## src/rtl/core/topl_pkg.sv

```systemverilog
// Shared types and constants for the ticket ordered process list.
// Used by the controller, the datapath and the top level; depends on nothing.
package topl_pkg;

  localparam int PID_BITS    = 8;
  localparam int TICKET_BITS = 16;
  localparam int MAX_ENTRIES = 64;
  localparam int ADDR_BITS   = $clog2(MAX_ENTRIES);
  localparam int LEN_BITS    = $clog2(MAX_ENTRIES + 1);

  localparam logic [TICKET_BITS-1:0] TICKET_MAX = '1;

  localparam logic [1:0] KIND_APPEND = 2'd0;
  localparam logic [1:0] KIND_INSERT = 2'd1;
  localparam logic [1:0] KIND_REMOVE = 2'd2;
  localparam logic [1:0] KIND_FIND   = 2'd3;

  localparam logic [1:0] ST_OK        = 2'd0;
  localparam logic [1:0] ST_NOT_FOUND = 2'd1;
  localparam logic [1:0] ST_FULL      = 2'd2;
  localparam logic [1:0] ST_EMPTY     = 2'd3;

  // index counter operations
  localparam logic [2:0] IDX_HOLD  = 3'd0;
  localparam logic [2:0] IDX_ZERO  = 3'd1;
  localparam logic [2:0] IDX_INC   = 3'd2;
  localparam logic [2:0] IDX_DEC   = 3'd3;
  localparam logic [2:0] IDX_COUNT = 3'd4;

  // read address select
  localparam logic [1:0] RD_IDX  = 2'd0;
  localparam logic [1:0] RD_NEXT = 2'd1;
  localparam logic [1:0] RD_PREV = 2'd2;

  // write select
  localparam logic [1:0] WR_APPEND = 2'd0;
  localparam logic [1:0] WR_NEW    = 2'd1;
  localparam logic [1:0] WR_MOVE   = 2'd2;

  typedef struct packed {
    logic [1:0]             kind;
    logic [PID_BITS-1:0]    pid;
    logic [TICKET_BITS-1:0] tickets;
  } in_req_t;

  typedef struct packed {
    logic [1:0]             status;
    logic [TICKET_BITS-1:0] found_tickets;
    logic [LEN_BITS-1:0]    length;
  } out_res_t;

  typedef struct packed {
    logic [PID_BITS-1:0]    pid;
    logic [TICKET_BITS-1:0] tickets;
  } entry_t;

  typedef struct packed {
    logic       load_req;
    logic [2:0] idx_op;
    logic       pos_load;
    logic       rd_en;
    logic [1:0] rd_sel;
    logic       wr_en;
    logic [1:0] wr_sel;
    logic       cnt_inc;
    logic       cnt_dec;
    logic       set_status;
    logic [1:0] status;
    logic       set_found;
    logic       out_load;
  } cmd_t;

  typedef struct packed {
    logic [1:0] kind;
    logic       full;
    logic       empty;
    logic       match;
    logic       less;
    logic       at_last;
    logic       at_pos;
    logic       out_busy;
  } sts_t;

endpackage

```

## src/rtl/core/ticket_ordered_process_list_core.sv

```systemverilog
// Ticket ordered process list: up to 64 (pid, tickets) entries, head to tail.
// Append, full and empty go straight from dispatch to the result register;
// find scans the entries from the head, read then compare, until a match or
// the tail; insert and remove then move entries one by one after the scan.
// One request at a time: a new request is taken only once the result is loaded.
// Reset (synchronous, rst_n low) empties the list; entry storage is not cleared.
module ticket_ordered_process_list_core (
  input  logic               clk,
  input  logic               rst_n,
  input  logic               in_valid,
  output logic               in_stall,
  input  topl_pkg::in_req_t  in_data,
  output logic               out_valid,
  input  logic               out_stall,
  output topl_pkg::out_res_t out_data
);

  // command and status between sequencer and datapath
  topl_pkg::cmd_t cmd;
  topl_pkg::sts_t sts;

  // Accept a request only when idle; scan the memory entry by entry
  // (read, then compare), move each entry by check, read and write, then
  // hold the result until taken.
  topl_controller u_ctrl (
    .clk      (clk),
    .rst_n    (rst_n),
    .in_valid (in_valid),
    .in_stall (in_stall),
    .sts      (sts),
    .cmd      (cmd)
  );

  topl_datapath u_dp (
    .clk       (clk),
    .rst_n     (rst_n),
    .in_data   (in_data),
    .out_stall (out_stall),
    .cmd       (cmd),
    .sts       (sts),
    .out_valid (out_valid),
    .out_data  (out_data)
  );

  a_len_bound: assert property (@(posedge clk) disable iff (!rst_n)
    out_valid |-> out_data.length <= topl_pkg::LEN_BITS'(topl_pkg::MAX_ENTRIES))
    else $error("length above capacity");

  a_full_len: assert property (@(posedge clk) disable iff (!rst_n)
    (out_valid && out_data.status == topl_pkg::ST_FULL)
      |-> out_data.length == topl_pkg::LEN_BITS'(topl_pkg::MAX_ENTRIES))
    else $error("full status with room left");

  a_empty_len: assert property (@(posedge clk) disable iff (!rst_n)
    (out_valid && out_data.status == topl_pkg::ST_EMPTY) |-> out_data.length == '0)
    else $error("empty status with entries present");

  a_busy: assert property (@(posedge clk) disable iff (!rst_n)
    (in_valid && !in_stall) |=> in_stall)
    else $error("second request taken while busy");

endmodule

```

## src/rtl/core/topl_datapath.sv

```systemverilog
// Datapath of the ticket ordered process list: entry memory, count, index,
// request and result registers. Depends on topl_pkg.
module topl_datapath (
  input  logic              clk,
  input  logic              rst_n,
  input  topl_pkg::in_req_t in_data,
  input  logic              out_stall,
  input  topl_pkg::cmd_t    cmd,
  output topl_pkg::sts_t    sts,
  output logic              out_valid,
  output topl_pkg::out_res_t out_data
);

  topl_pkg::entry_t mem [topl_pkg::MAX_ENTRIES];

  topl_pkg::in_req_t                  req_r;
  topl_pkg::entry_t                   rd_data_r;
  logic [topl_pkg::LEN_BITS-1:0]      count_r, count_nxt;
  logic [topl_pkg::LEN_BITS-1:0]      idx_r, idx_nxt;
  logic [topl_pkg::LEN_BITS-1:0]      pos_r;
  logic [1:0]                         res_status_r;
  logic [topl_pkg::TICKET_BITS-1:0]   res_found_r;
  logic                               out_valid_r;
  topl_pkg::out_res_t                 out_r;
  logic [topl_pkg::ADDR_BITS-1:0]     rd_addr, wr_addr;
  topl_pkg::entry_t                   wr_data;

  always_comb begin
    unique case (cmd.rd_sel)
      topl_pkg::RD_NEXT: rd_addr = idx_r[topl_pkg::ADDR_BITS-1:0] + 1'b1;
      topl_pkg::RD_PREV: rd_addr = idx_r[topl_pkg::ADDR_BITS-1:0] - 1'b1;
      default:           rd_addr = idx_r[topl_pkg::ADDR_BITS-1:0];
    endcase
  end

  always_comb begin
    unique case (cmd.wr_sel)
      topl_pkg::WR_APPEND: begin
        wr_addr = count_r[topl_pkg::ADDR_BITS-1:0];
        wr_data = {req_r.pid, topl_pkg::TICKET_MAX};
      end
      topl_pkg::WR_NEW: begin
        wr_addr = idx_r[topl_pkg::ADDR_BITS-1:0];
        wr_data = {req_r.pid, req_r.tickets};
      end
      default: begin
        wr_addr = idx_r[topl_pkg::ADDR_BITS-1:0];
        wr_data = rd_data_r;
      end
    endcase
  end

  always_ff @(posedge clk) begin
    if (cmd.wr_en) begin
      mem[wr_addr] <= wr_data;
    end
    if (cmd.rd_en) begin
      rd_data_r <= mem[rd_addr];
    end
  end

  always_comb begin
    unique case (cmd.idx_op)
      topl_pkg::IDX_ZERO:  idx_nxt = '0;
      topl_pkg::IDX_INC:   idx_nxt = idx_r + 1'b1;
      topl_pkg::IDX_DEC:   idx_nxt = idx_r - 1'b1;
      topl_pkg::IDX_COUNT: idx_nxt = count_r;
      default:             idx_nxt = idx_r;
    endcase
  end

  always_comb begin
    count_nxt = count_r;
    if (cmd.cnt_inc) begin
      count_nxt = count_r + 1'b1;
    end else if (cmd.cnt_dec) begin
      count_nxt = count_r - 1'b1;
    end
  end

  always_ff @(posedge clk) begin
    if (!rst_n) begin
      count_r     <= '0;
      out_valid_r <= 1'b0;
    end else begin
      count_r     <= count_nxt;
      out_valid_r <= cmd.out_load | (out_valid_r & out_stall);
    end
  end

  always_ff @(posedge clk) begin
    idx_r <= idx_nxt;
    if (cmd.pos_load) begin
      pos_r <= idx_r;
    end
    if (cmd.load_req) begin
      req_r        <= in_data;
      res_status_r <= topl_pkg::ST_OK;
      res_found_r  <= '0;
    end else begin
      if (cmd.set_status) begin
        res_status_r <= cmd.status;
      end
      if (cmd.set_found) begin
        res_found_r <= rd_data_r.tickets;
      end
    end
    if (cmd.out_load) begin
      out_r <= {res_status_r, res_found_r, count_r};
    end
  end

  assign sts.kind     = req_r.kind;
  assign sts.full     = (count_r == topl_pkg::LEN_BITS'(topl_pkg::MAX_ENTRIES));
  assign sts.empty    = (count_r == '0);
  assign sts.match    = (rd_data_r.pid == req_r.pid);
  assign sts.less     = (rd_data_r.tickets < req_r.tickets);
  assign sts.at_last  = ((idx_r + 1'b1) == count_r);
  assign sts.at_pos   = (idx_r == pos_r);
  assign sts.out_busy = out_valid_r & out_stall;

  assign out_valid = out_valid_r;
  assign out_data  = out_r;

endmodule

```

## src/rtl/core/topl_controller.sv

```systemverilog
// Sequencer of the ticket ordered process list: scans, shifts and result hand-off.
// Depends on topl_pkg; drives the datapath through cmd_t and reads sts_t.
module topl_controller (
  input  logic           clk,
  input  logic           rst_n,
  input  logic           in_valid,
  output logic           in_stall,
  input  topl_pkg::sts_t sts,
  output topl_pkg::cmd_t cmd
);

  localparam logic [3:0] S_IDLE     = 4'd0;
  localparam logic [3:0] S_DISPATCH = 4'd1;
  localparam logic [3:0] S_SCAN_RD  = 4'd2;
  localparam logic [3:0] S_SCAN_CHK = 4'd3;
  localparam logic [3:0] S_INS_POS  = 4'd4;
  localparam logic [3:0] S_INS_CHK  = 4'd5;
  localparam logic [3:0] S_INS_RD   = 4'd6;
  localparam logic [3:0] S_INS_WR   = 4'd7;
  localparam logic [3:0] S_RM_CHK   = 4'd8;
  localparam logic [3:0] S_RM_RD    = 4'd9;
  localparam logic [3:0] S_RM_WR    = 4'd10;
  localparam logic [3:0] S_FINISH   = 4'd11;

  logic [3:0] state_r, state_nxt;
  logic       is_add;

  assign is_add   = (sts.kind == topl_pkg::KIND_APPEND) || (sts.kind == topl_pkg::KIND_INSERT);
  assign in_stall = (state_r != S_IDLE);

  always_comb begin
    cmd       = '0;
    state_nxt = state_r;
    unique case (state_r)
      S_IDLE: begin
        if (in_valid) begin
          cmd.load_req = 1'b1;
          state_nxt    = S_DISPATCH;
        end
      end
      S_DISPATCH: begin
        cmd.idx_op = topl_pkg::IDX_ZERO;
        state_nxt  = S_FINISH;
        if (is_add && sts.full) begin
          cmd.set_status = 1'b1;
          cmd.status     = topl_pkg::ST_FULL;
        end else if (!is_add && sts.empty) begin
          cmd.set_status = 1'b1;
          cmd.status     = topl_pkg::ST_EMPTY;
        end else if (sts.kind == topl_pkg::KIND_APPEND) begin
          cmd.wr_en   = 1'b1;
          cmd.wr_sel  = topl_pkg::WR_APPEND;
          cmd.cnt_inc = 1'b1;
        end else if (sts.kind == topl_pkg::KIND_INSERT && sts.empty) begin
          state_nxt = S_INS_POS;
        end else begin
          state_nxt = S_SCAN_RD;
        end
      end
      S_SCAN_RD: begin
        cmd.rd_en  = 1'b1;
        cmd.rd_sel = topl_pkg::RD_IDX;
        state_nxt  = S_SCAN_CHK;
      end
      S_SCAN_CHK: begin
        if (sts.kind == topl_pkg::KIND_INSERT) begin
          // stop on the first entry with fewer tickets, else fall off the tail
          if (sts.less) begin
            state_nxt = S_INS_POS;
          end else begin
            cmd.idx_op = topl_pkg::IDX_INC;
            state_nxt  = sts.at_last ? S_INS_POS : S_SCAN_RD;
          end
        end else if (sts.match) begin
          if (sts.kind == topl_pkg::KIND_FIND) begin
            cmd.set_found = 1'b1;
            state_nxt     = S_FINISH;
          end else begin
            state_nxt = S_RM_CHK;
          end
        end else if (sts.at_last) begin
          cmd.set_status = 1'b1;
          cmd.status     = topl_pkg::ST_NOT_FOUND;
          state_nxt      = S_FINISH;
        end else begin
          cmd.idx_op = topl_pkg::IDX_INC;
          state_nxt  = S_SCAN_RD;
        end
      end
      S_INS_POS: begin
        cmd.pos_load = 1'b1;
        cmd.idx_op   = topl_pkg::IDX_COUNT;
        state_nxt    = S_INS_CHK;
      end
      S_INS_CHK: begin
        if (sts.at_pos) begin
          cmd.wr_en   = 1'b1;
          cmd.wr_sel  = topl_pkg::WR_NEW;
          cmd.cnt_inc = 1'b1;
          state_nxt   = S_FINISH;
        end else begin
          state_nxt = S_INS_RD;
        end
      end
      S_INS_RD: begin
        cmd.rd_en  = 1'b1;
        cmd.rd_sel = topl_pkg::RD_PREV;
        state_nxt  = S_INS_WR;
      end
      S_INS_WR: begin
        cmd.wr_en  = 1'b1;
        cmd.wr_sel = topl_pkg::WR_MOVE;
        cmd.idx_op = topl_pkg::IDX_DEC;
        state_nxt  = S_INS_CHK;
      end
      S_RM_CHK: begin
        if (sts.at_last) begin
          cmd.cnt_dec = 1'b1;
          state_nxt   = S_FINISH;
        end else begin
          state_nxt = S_RM_RD;
        end
      end
      S_RM_RD: begin
        cmd.rd_en  = 1'b1;
        cmd.rd_sel = topl_pkg::RD_NEXT;
        state_nxt  = S_RM_WR;
      end
      S_RM_WR: begin
        cmd.wr_en  = 1'b1;
        cmd.wr_sel = topl_pkg::WR_MOVE;
        cmd.idx_op = topl_pkg::IDX_INC;
        state_nxt  = S_RM_CHK;
      end
      S_FINISH: begin
        if (!sts.out_busy) begin
          cmd.out_load = 1'b1;
          state_nxt    = S_IDLE;
        end
      end
      default: state_nxt = S_IDLE;
    endcase
  end

  always_ff @(posedge clk) begin
    if (!rst_n) begin
      state_r <= S_IDLE;
    end else begin
      state_r <= state_nxt;
    end
  end

endmodule

```

## config.mk

```make
export PLATFORM = sky130hd
export DESIGN_NAME = ticket_ordered_process_list_core
export DESIGN_NICKNAME = d
export VERILOG_FILES = /design/src/rtl/core/topl_pkg.sv /design/src/rtl/core/ticket_ordered_process_list_core.sv /design/src/rtl/core/topl_datapath.sv /design/src/rtl/core/topl_controller.sv
export SDC_FILE = /design/constraint.sdc
export NUM_CORES = 2
export LEC_CHECK = 0
export ABC_AREA = 1
export BUFFER_PORTS_ARGS = -buffer_cell sky130_fd_sc_hd__buf_4
export CAP_MARGIN = 25
export CORE_MARGIN = 2
export CORE_UTILIZATION = 52
export CTS_BUF_LIST = sky130_fd_sc_hd__clkbuf_8
export CTS_CLUSTER_DIAMETER = 60
export DETAILED_ROUTE_END_ITERATION = 8
export GPL_ROUTABILITY_DRIVEN = 0
export PLACE_DENSITY_LB_ADDON = 0.15
export SLEW_MARGIN = 20
export SYNTH_ARGS = -nofsm -noshare
export SYNTH_HDL_FRONTEND = slang
export SYNTH_SLANG_ARGS = --single-unit
```

## constraint.sdc

```tcl
create_clock -name clk -period 13.22 [get_ports clk]
set_input_delay 1.322 -clock clk [delete_from_list [all_inputs] [get_ports clk]]
set_output_delay 1.322 -clock clk [all_outputs]
set_load 0.01 [all_outputs]
```

* After elaboration in Yosys (flattened, before gate mapping) *
Memory sizes are Yosys's and may differ from the RTL's. A register that Yosys moved wholly into a read port is not among the register bits.
Index checks and enable logic that the tools add are counted.

operators by class
  $add $sub $neg = 6
  $lt $le $gt $ge = 1
  eq/ne operators = 26
  muxes and demuxes = 51
  bitwise gates (word level) = 2
  reduce and logical (&&, ||, !) cells = 15

operators by type and width
  cell                                              number
  2-to-1 mux 4 bit                                  15
  one-hot mux 24 bit (2 select lines)               1
  one-hot mux 4 bit (11 select lines)               1
  one-hot mux 7 bit (4 select lines)                1
  2-to-1 mux 3 bit                                  8
  one-hot mux 3 bit (3 select lines)                2
  == test 4 x 3 -> 1 bit, second input constant     4
  == test 4 bit, second input constant              4
  < comparator 16 bit                               1
  one-hot mux 3 bit (5 select lines)                1
  adder 7 x 1 -> 7 bit, second input constant       2
  == test 7 bit                                     2
  2-to-1 mux 7 bit                                  2
  subtractor 7 x 1 -> 7 bit, second input constant  2
  2-to-1 mux 1 bit                                  12
  one-hot mux 6 bit (2 select lines)                1
  == test 4 x 2 -> 1 bit, second input constant     2
  == test 8 bit                                     1
  2-to-1 mux 2 bit                                  4
  nonzero test 4 bit                                2
  == test 7 bit, second input constant              1
  logical NOT 7 bit                                 1
  adder 6 x 1 -> 6 bit, second input constant       1
  == test 2 x 1 -> 1 bit, second input constant     3
  other kinds (20)                                  27

storage, ports and cells
  register bits = 95
  memory bits (writable) = 1536
  bits of input ports = 30
  logic and storage cells = 115
  memories = 1

memories
  memory    depth  width  read ports  clocked after Yosys merged registers in  wr ports  line                 RTL
  u_dp.mem  64     24     1           1                                        1         topl_datapath.sv:14  topl_pkg::entry_t mem [topl_pkg::MAX_ENTRIES];

* Depth between registers and ports, before layout *
  depth after elaboration = 9
  mapped depth = 21
  mapped depth without buffers = 19

* By module *
Synthesis repeated with hierarchy kept, for this count alone.

unflattened totals
  cells, all modules = 6583
  area, all modules = 71023.1 sq um

by module, submodules not included
  module           instances  cells an instance  area an instance (sq um)  seq. area each (sq um)
  topl_datapath    1          6482               70501.4                   49317.3
  topl_controller  1          101                521.8                     80.1

* Worst setup path after synthesis *
No wires, ideal clock.

  kind = flip-flop to flip-flop
  start point = reg u_ctrl.state_r[2]
  end point = mem u_dp.mem[0][17] (netlist bit), data pin
  library setup time = 0.702 ns
  arrival = 3.852 ns
  data required time = 12.518 ns
  slack = 8.666 ns
  stages on the path, launching flop included = 9
  buffers on the path = 2
  clock period less this slack = 4.554 ns
  cell sequence = dfxtp_1 > inv_1 > nor2_1 > inv_2 > nor2_4 > a21oi_2 > clkbuf_1 > buf_1 > o21ai_0

RTL lines
  item                      line                    RTL
  start: declaration        topl_controller.sv:25   logic [3:0] state_r, state_nxt;
  start signal: assignment  topl_controller.sv:149  state_r <= state_nxt;
  end: declaration          topl_datapath.sv:14

* Worst setup path in the final report *
  start point = reg u_ctrl.state_r[1]
  end point = reg, netlist name u_dp.rd_data_r[3]

on the way
  longest elaborated chain between the ends = 4

ends and longest elaborated chain
  item                                                            line                   RTL
  == test 4 bit, or another cell as far along                     topl_controller.sv:34  unique case (state_r)
  one-hot mux 3 bit (3 select lines) *                            topl_controller.sv:34
  == test 2 bit / == test 2 x 1 -> 1 bit (equally long branches)  topl_datapath.sv:29    unique case (cmd.rd_sel)
  one-hot mux 6 bit (2 select lines)                              topl_datapath.sv:29

Mark *: on every way between the ends. The rest lies on a longest branch, timed or not.
A chain may end at the register's enable or synchronous reset.

==> results.cfg <==
[global_route]
grt_pass1_vias = 41600
antenna_found_initial = 5
grt_use_total_pct = 29.9
grt_pass1_wl_microns = 287000
grt_max_degree = 197
grt_overflow = 0

[sta]
rsz0062_at_grt = false
fmax_mhz = 166
clock_skew_ns = 0.0402
setup_viol_count_final = 0
period_needed_ns = 6.03
fin_crit_sh_pct = 45.6
drv_slew = 0
finalSetupTns_ns = 0
relSlewSlack_pct = 28.5
setup_ws_ns = 7.19
worst_pin_slew_ns = 1.07
hold_viol = 0

[yosys]
avgSynthCellArea_sq_um = 13.0
netlist_area_sq_um = 67500
yosysWarningCount = 0
synth_cell_types = 44
synth_cells = 5204
yosysSeqAreaShare_pct = 73.2
synthesis.nets = 5264
synth_seq_cells = 1655

[run_status]
status = finished clean

[floorplan]
die_area_sq_um = 133000
row_count = 132
die_x_microns = 364
die_y_microns = 364
io_pins = 57
initial_core_util_pct = 52.3
core-area_sq_um = 129000

[routing]
drtIter0Drc = 6160
drt_wl_total_microns = 199000
ant_nets = 0
wl_per_cell_microns = 27.5
route.detailed.drc = 0
vias_per_cell = 6.08
route.vias.total = 44100
drtPass1Iterations = 6

[clock_network]
insertion_delay_ns = 0.98
post_cts_buffers = 0
clk_pin_slew_ns = 0.06
cts.sinks = 1655
htree_num_levels = 5
cts_buffers = 283
ctsHoldBuffers = 0
cts.repair.resized = 0
clock-root-buffer = clkbuf_8
cts_buffer_depth = 4
cts_tree = built

[place]
preCtsSetupSlack_ns = 7.05
portBuffers = 56
dp_hpwl_microns = 107000
placed_cell_area_sq_um = 70000

[power]
finalPower_w = 0.0170
irDropWorstVdd_v = 0.000302
p_leak_nw = 26.5
power_density_nw_per_um2 = 227

[flow_run]
cap_violations = 0

[critical_path]
r2r_cells = 18
arrival_ns = 6.84
rr_endpoint = u_dp.rd_data_r[3]
start_kind = register
crit_end = u_dp.rd_data_r[3]
rr_startpoint = u_ctrl.state_r[1]
startpoint = u_ctrl.state_r[1]
cp-end-kind = register
rrSetupSlack_ns = 7.19
cp.required_ns = 14.02
crit_fanout = 133
crit_type = register to register

[finish]
area_growth_pct = 10.8
final_util_pct = 57.9
drive_above_1_share_pct = 13.2
layout.nets = 5387
final_cell_area_sq_um = 74800

[hold_path]
hold_class = register to register
min_from = u_dp.res_found_r[7]
[cell usage after synthesis, drive strengths merged]
| master | count | area share [%] |
|---|---|---|
| xor2 | 11 | 0.14 |
| or2 | 75 | 0.70 |
| ha | 28 | 0.52 |
| nand3b | 4 | 0.044 |
| edfxtp | 1625 | 72 |
| o21a | 1 | 0.011 |
| buf | 110 | 0.86 |
| o221ai | 72 | 0.93 |
| a22oi | 1 | 0.011 |
| nand4 | 18 | 0.28 |
| a31oi | 3 | 0.028 |
| o21ai | 838 | 6.3 |
| clkinv | 3 | 0.017 |
| o22ai | 32 | 0.30 |
| nor2 | 561 | 3.1 |
| xnor2 | 9 | 0.12 |
| nand2 | 357 | 2.0 |
| nand3 | 435 | 3.3 |
| nor3 | 7 | 0.067 |
| o211ai | 265 | 2.9 |
| fa | 2 | 0.059 |
| dfxtp | 30 | 0.89 |
| a21oi | 44 | 0.34 |
| o32ai | 1 | 0.013 |
| clkbuf | 237 | 1.3 |
| inv | 263 | 1.5 |
| o21bai | 172 | 1.9 |
[logic make-up (layout without fill, tap and decap cells)]
family	count (synthesis)	in the layout	share of synthesized area, %
flops	1655	1655	73.2
other cells	0	2	0
xor+xnor	20	20	0.260
fa+ha+maj	30	30	0.578
buf+inv	613	920	3.66
simple gates	1457	1457	9.53
compound gates	1429	1429	12.8
[sequential cells by signal, summed over array words and instances (netlist names)]
| signal | cells |
|---|---|
| u_dp.count_r | 7 |
| u_dp.req_r | 24 |
| u_dp.sts | 2 |
| u_dp.idx_r | 7 |
| u_dp.pos_r | 7 |
| u_dp.mem | 1536 |
| u_dp.rd_data_r | 24 |
| u_dp.out_data | 25 |
| u_ctrl.state_r | 4 |
| u_dp.res_found_r | 16 |
| u_dp.res_status_r | 2 |
| u_dp.out_valid | 1 |
[worst min-delay path by stage]
stage,endpoint,slack (ns),depth (start not counted)
after floorplan,u_dp.out_data[10],0.41,0
after global placement,u_dp.out_data[12],0.41,0
after detailed placement,u_dp.out_data[13],0.41,0
after CTS,u_dp.out_data[14],0.42,0
after global routing,u_dp.out_data[16],0.44,0
final,u_dp.out_data[14],0.42,0
[cells in the final DEF, fill, tap and decap left out, types with 8 or more instances in the layout]
master | netlist | layout
o221ai_1 | 72 | 72
clkbuf_8 | 0 | 296
o21ai_1 | 14 | 12
buf_4 | 11 | 176
nand3_1 | 428 | 428
nand2_1 | 351 | 343
nand2_2 | 4 | 11
inv_1 | 254 | 335
ha_1 | 28 | 28
nor2_2 | 0 | 66
o211ai_1 | 265 | 265
nor2_1 | 559 | 493
o22ai_1 | 32 | 32
xnor2_1 | 9 | 9
clkinv_1 | 3 | 47
edfxtp_1 | 1625 | 1625
clkinv_2 | 0 | 23
inv_2 | 8 | 23
a21oi_1 | 42 | 42
dfxtp_1 | 30 | 30
o21ai_0 | 818 | 816
o21ai_4 | 4 | 8
buf_12 | 1 | 8
nand4_1 | 9 | 9
or2_2 | 75 | 75
xor2_1 | 11 | 11
o21bai_1 | 172 | 172
[metrics by stage]
stage | hold WS, ns | std cells
global route | 0.442 | 7254
global placement | 0.413 | 6781
finish | 0.423 | 7255
detailed placement | 0.413 | 6783
CTS | 0.422 | 7252
floorplan | 0.408 | 5204
[per-layer routing]
layer / routed length [microns] / track usage, %
met5: 13 / 0
met4: 8730 / 13.4
met3: 21000 / 6.59
met2: 88100 / 44.0
met1: 81700 / 42.8
[worst max-delay path: stages (launching register included)]
cell,delay (ns)
dfxtp_1,0.41
inv_1,0.06
nor2_1,0.18
nand2_1,0.13
nor2_1,0.15
inv_1,0.06
ha_1,0.49
inv_2,0.13
nand2_2,0.14
nand2_8,0.38
inv_8,0.80
buf_4,0.62
buf_4,0.70
o21ai_0,0.18
o211ai_1,0.24
nand3_1,0.12
nand3_1,0.29
nand3_1,0.36
nand2_1,0.17
[area by class of cell]
type,instances,area [sq um]
flip-flops and latches,1655,49400
well taps,1742,2180
clock buffers,296,4070
clock inverters,173,699
multi-input cells,2936,15900
fillers,10400,54400
diodes,2,5.00
repair buffers,185,1510
inverters,266,1030
[power by group]
group	total, W	switching [W]	internal, W
logic	0.00663	0.00489	0.00174
clock network	0.00402	0.00197	0.00205
registers	0.00630	0.000211	0.00609
total	0.0170	0.00707	0.00988
No activity file was read; power rests on OpenSTA's default activity.
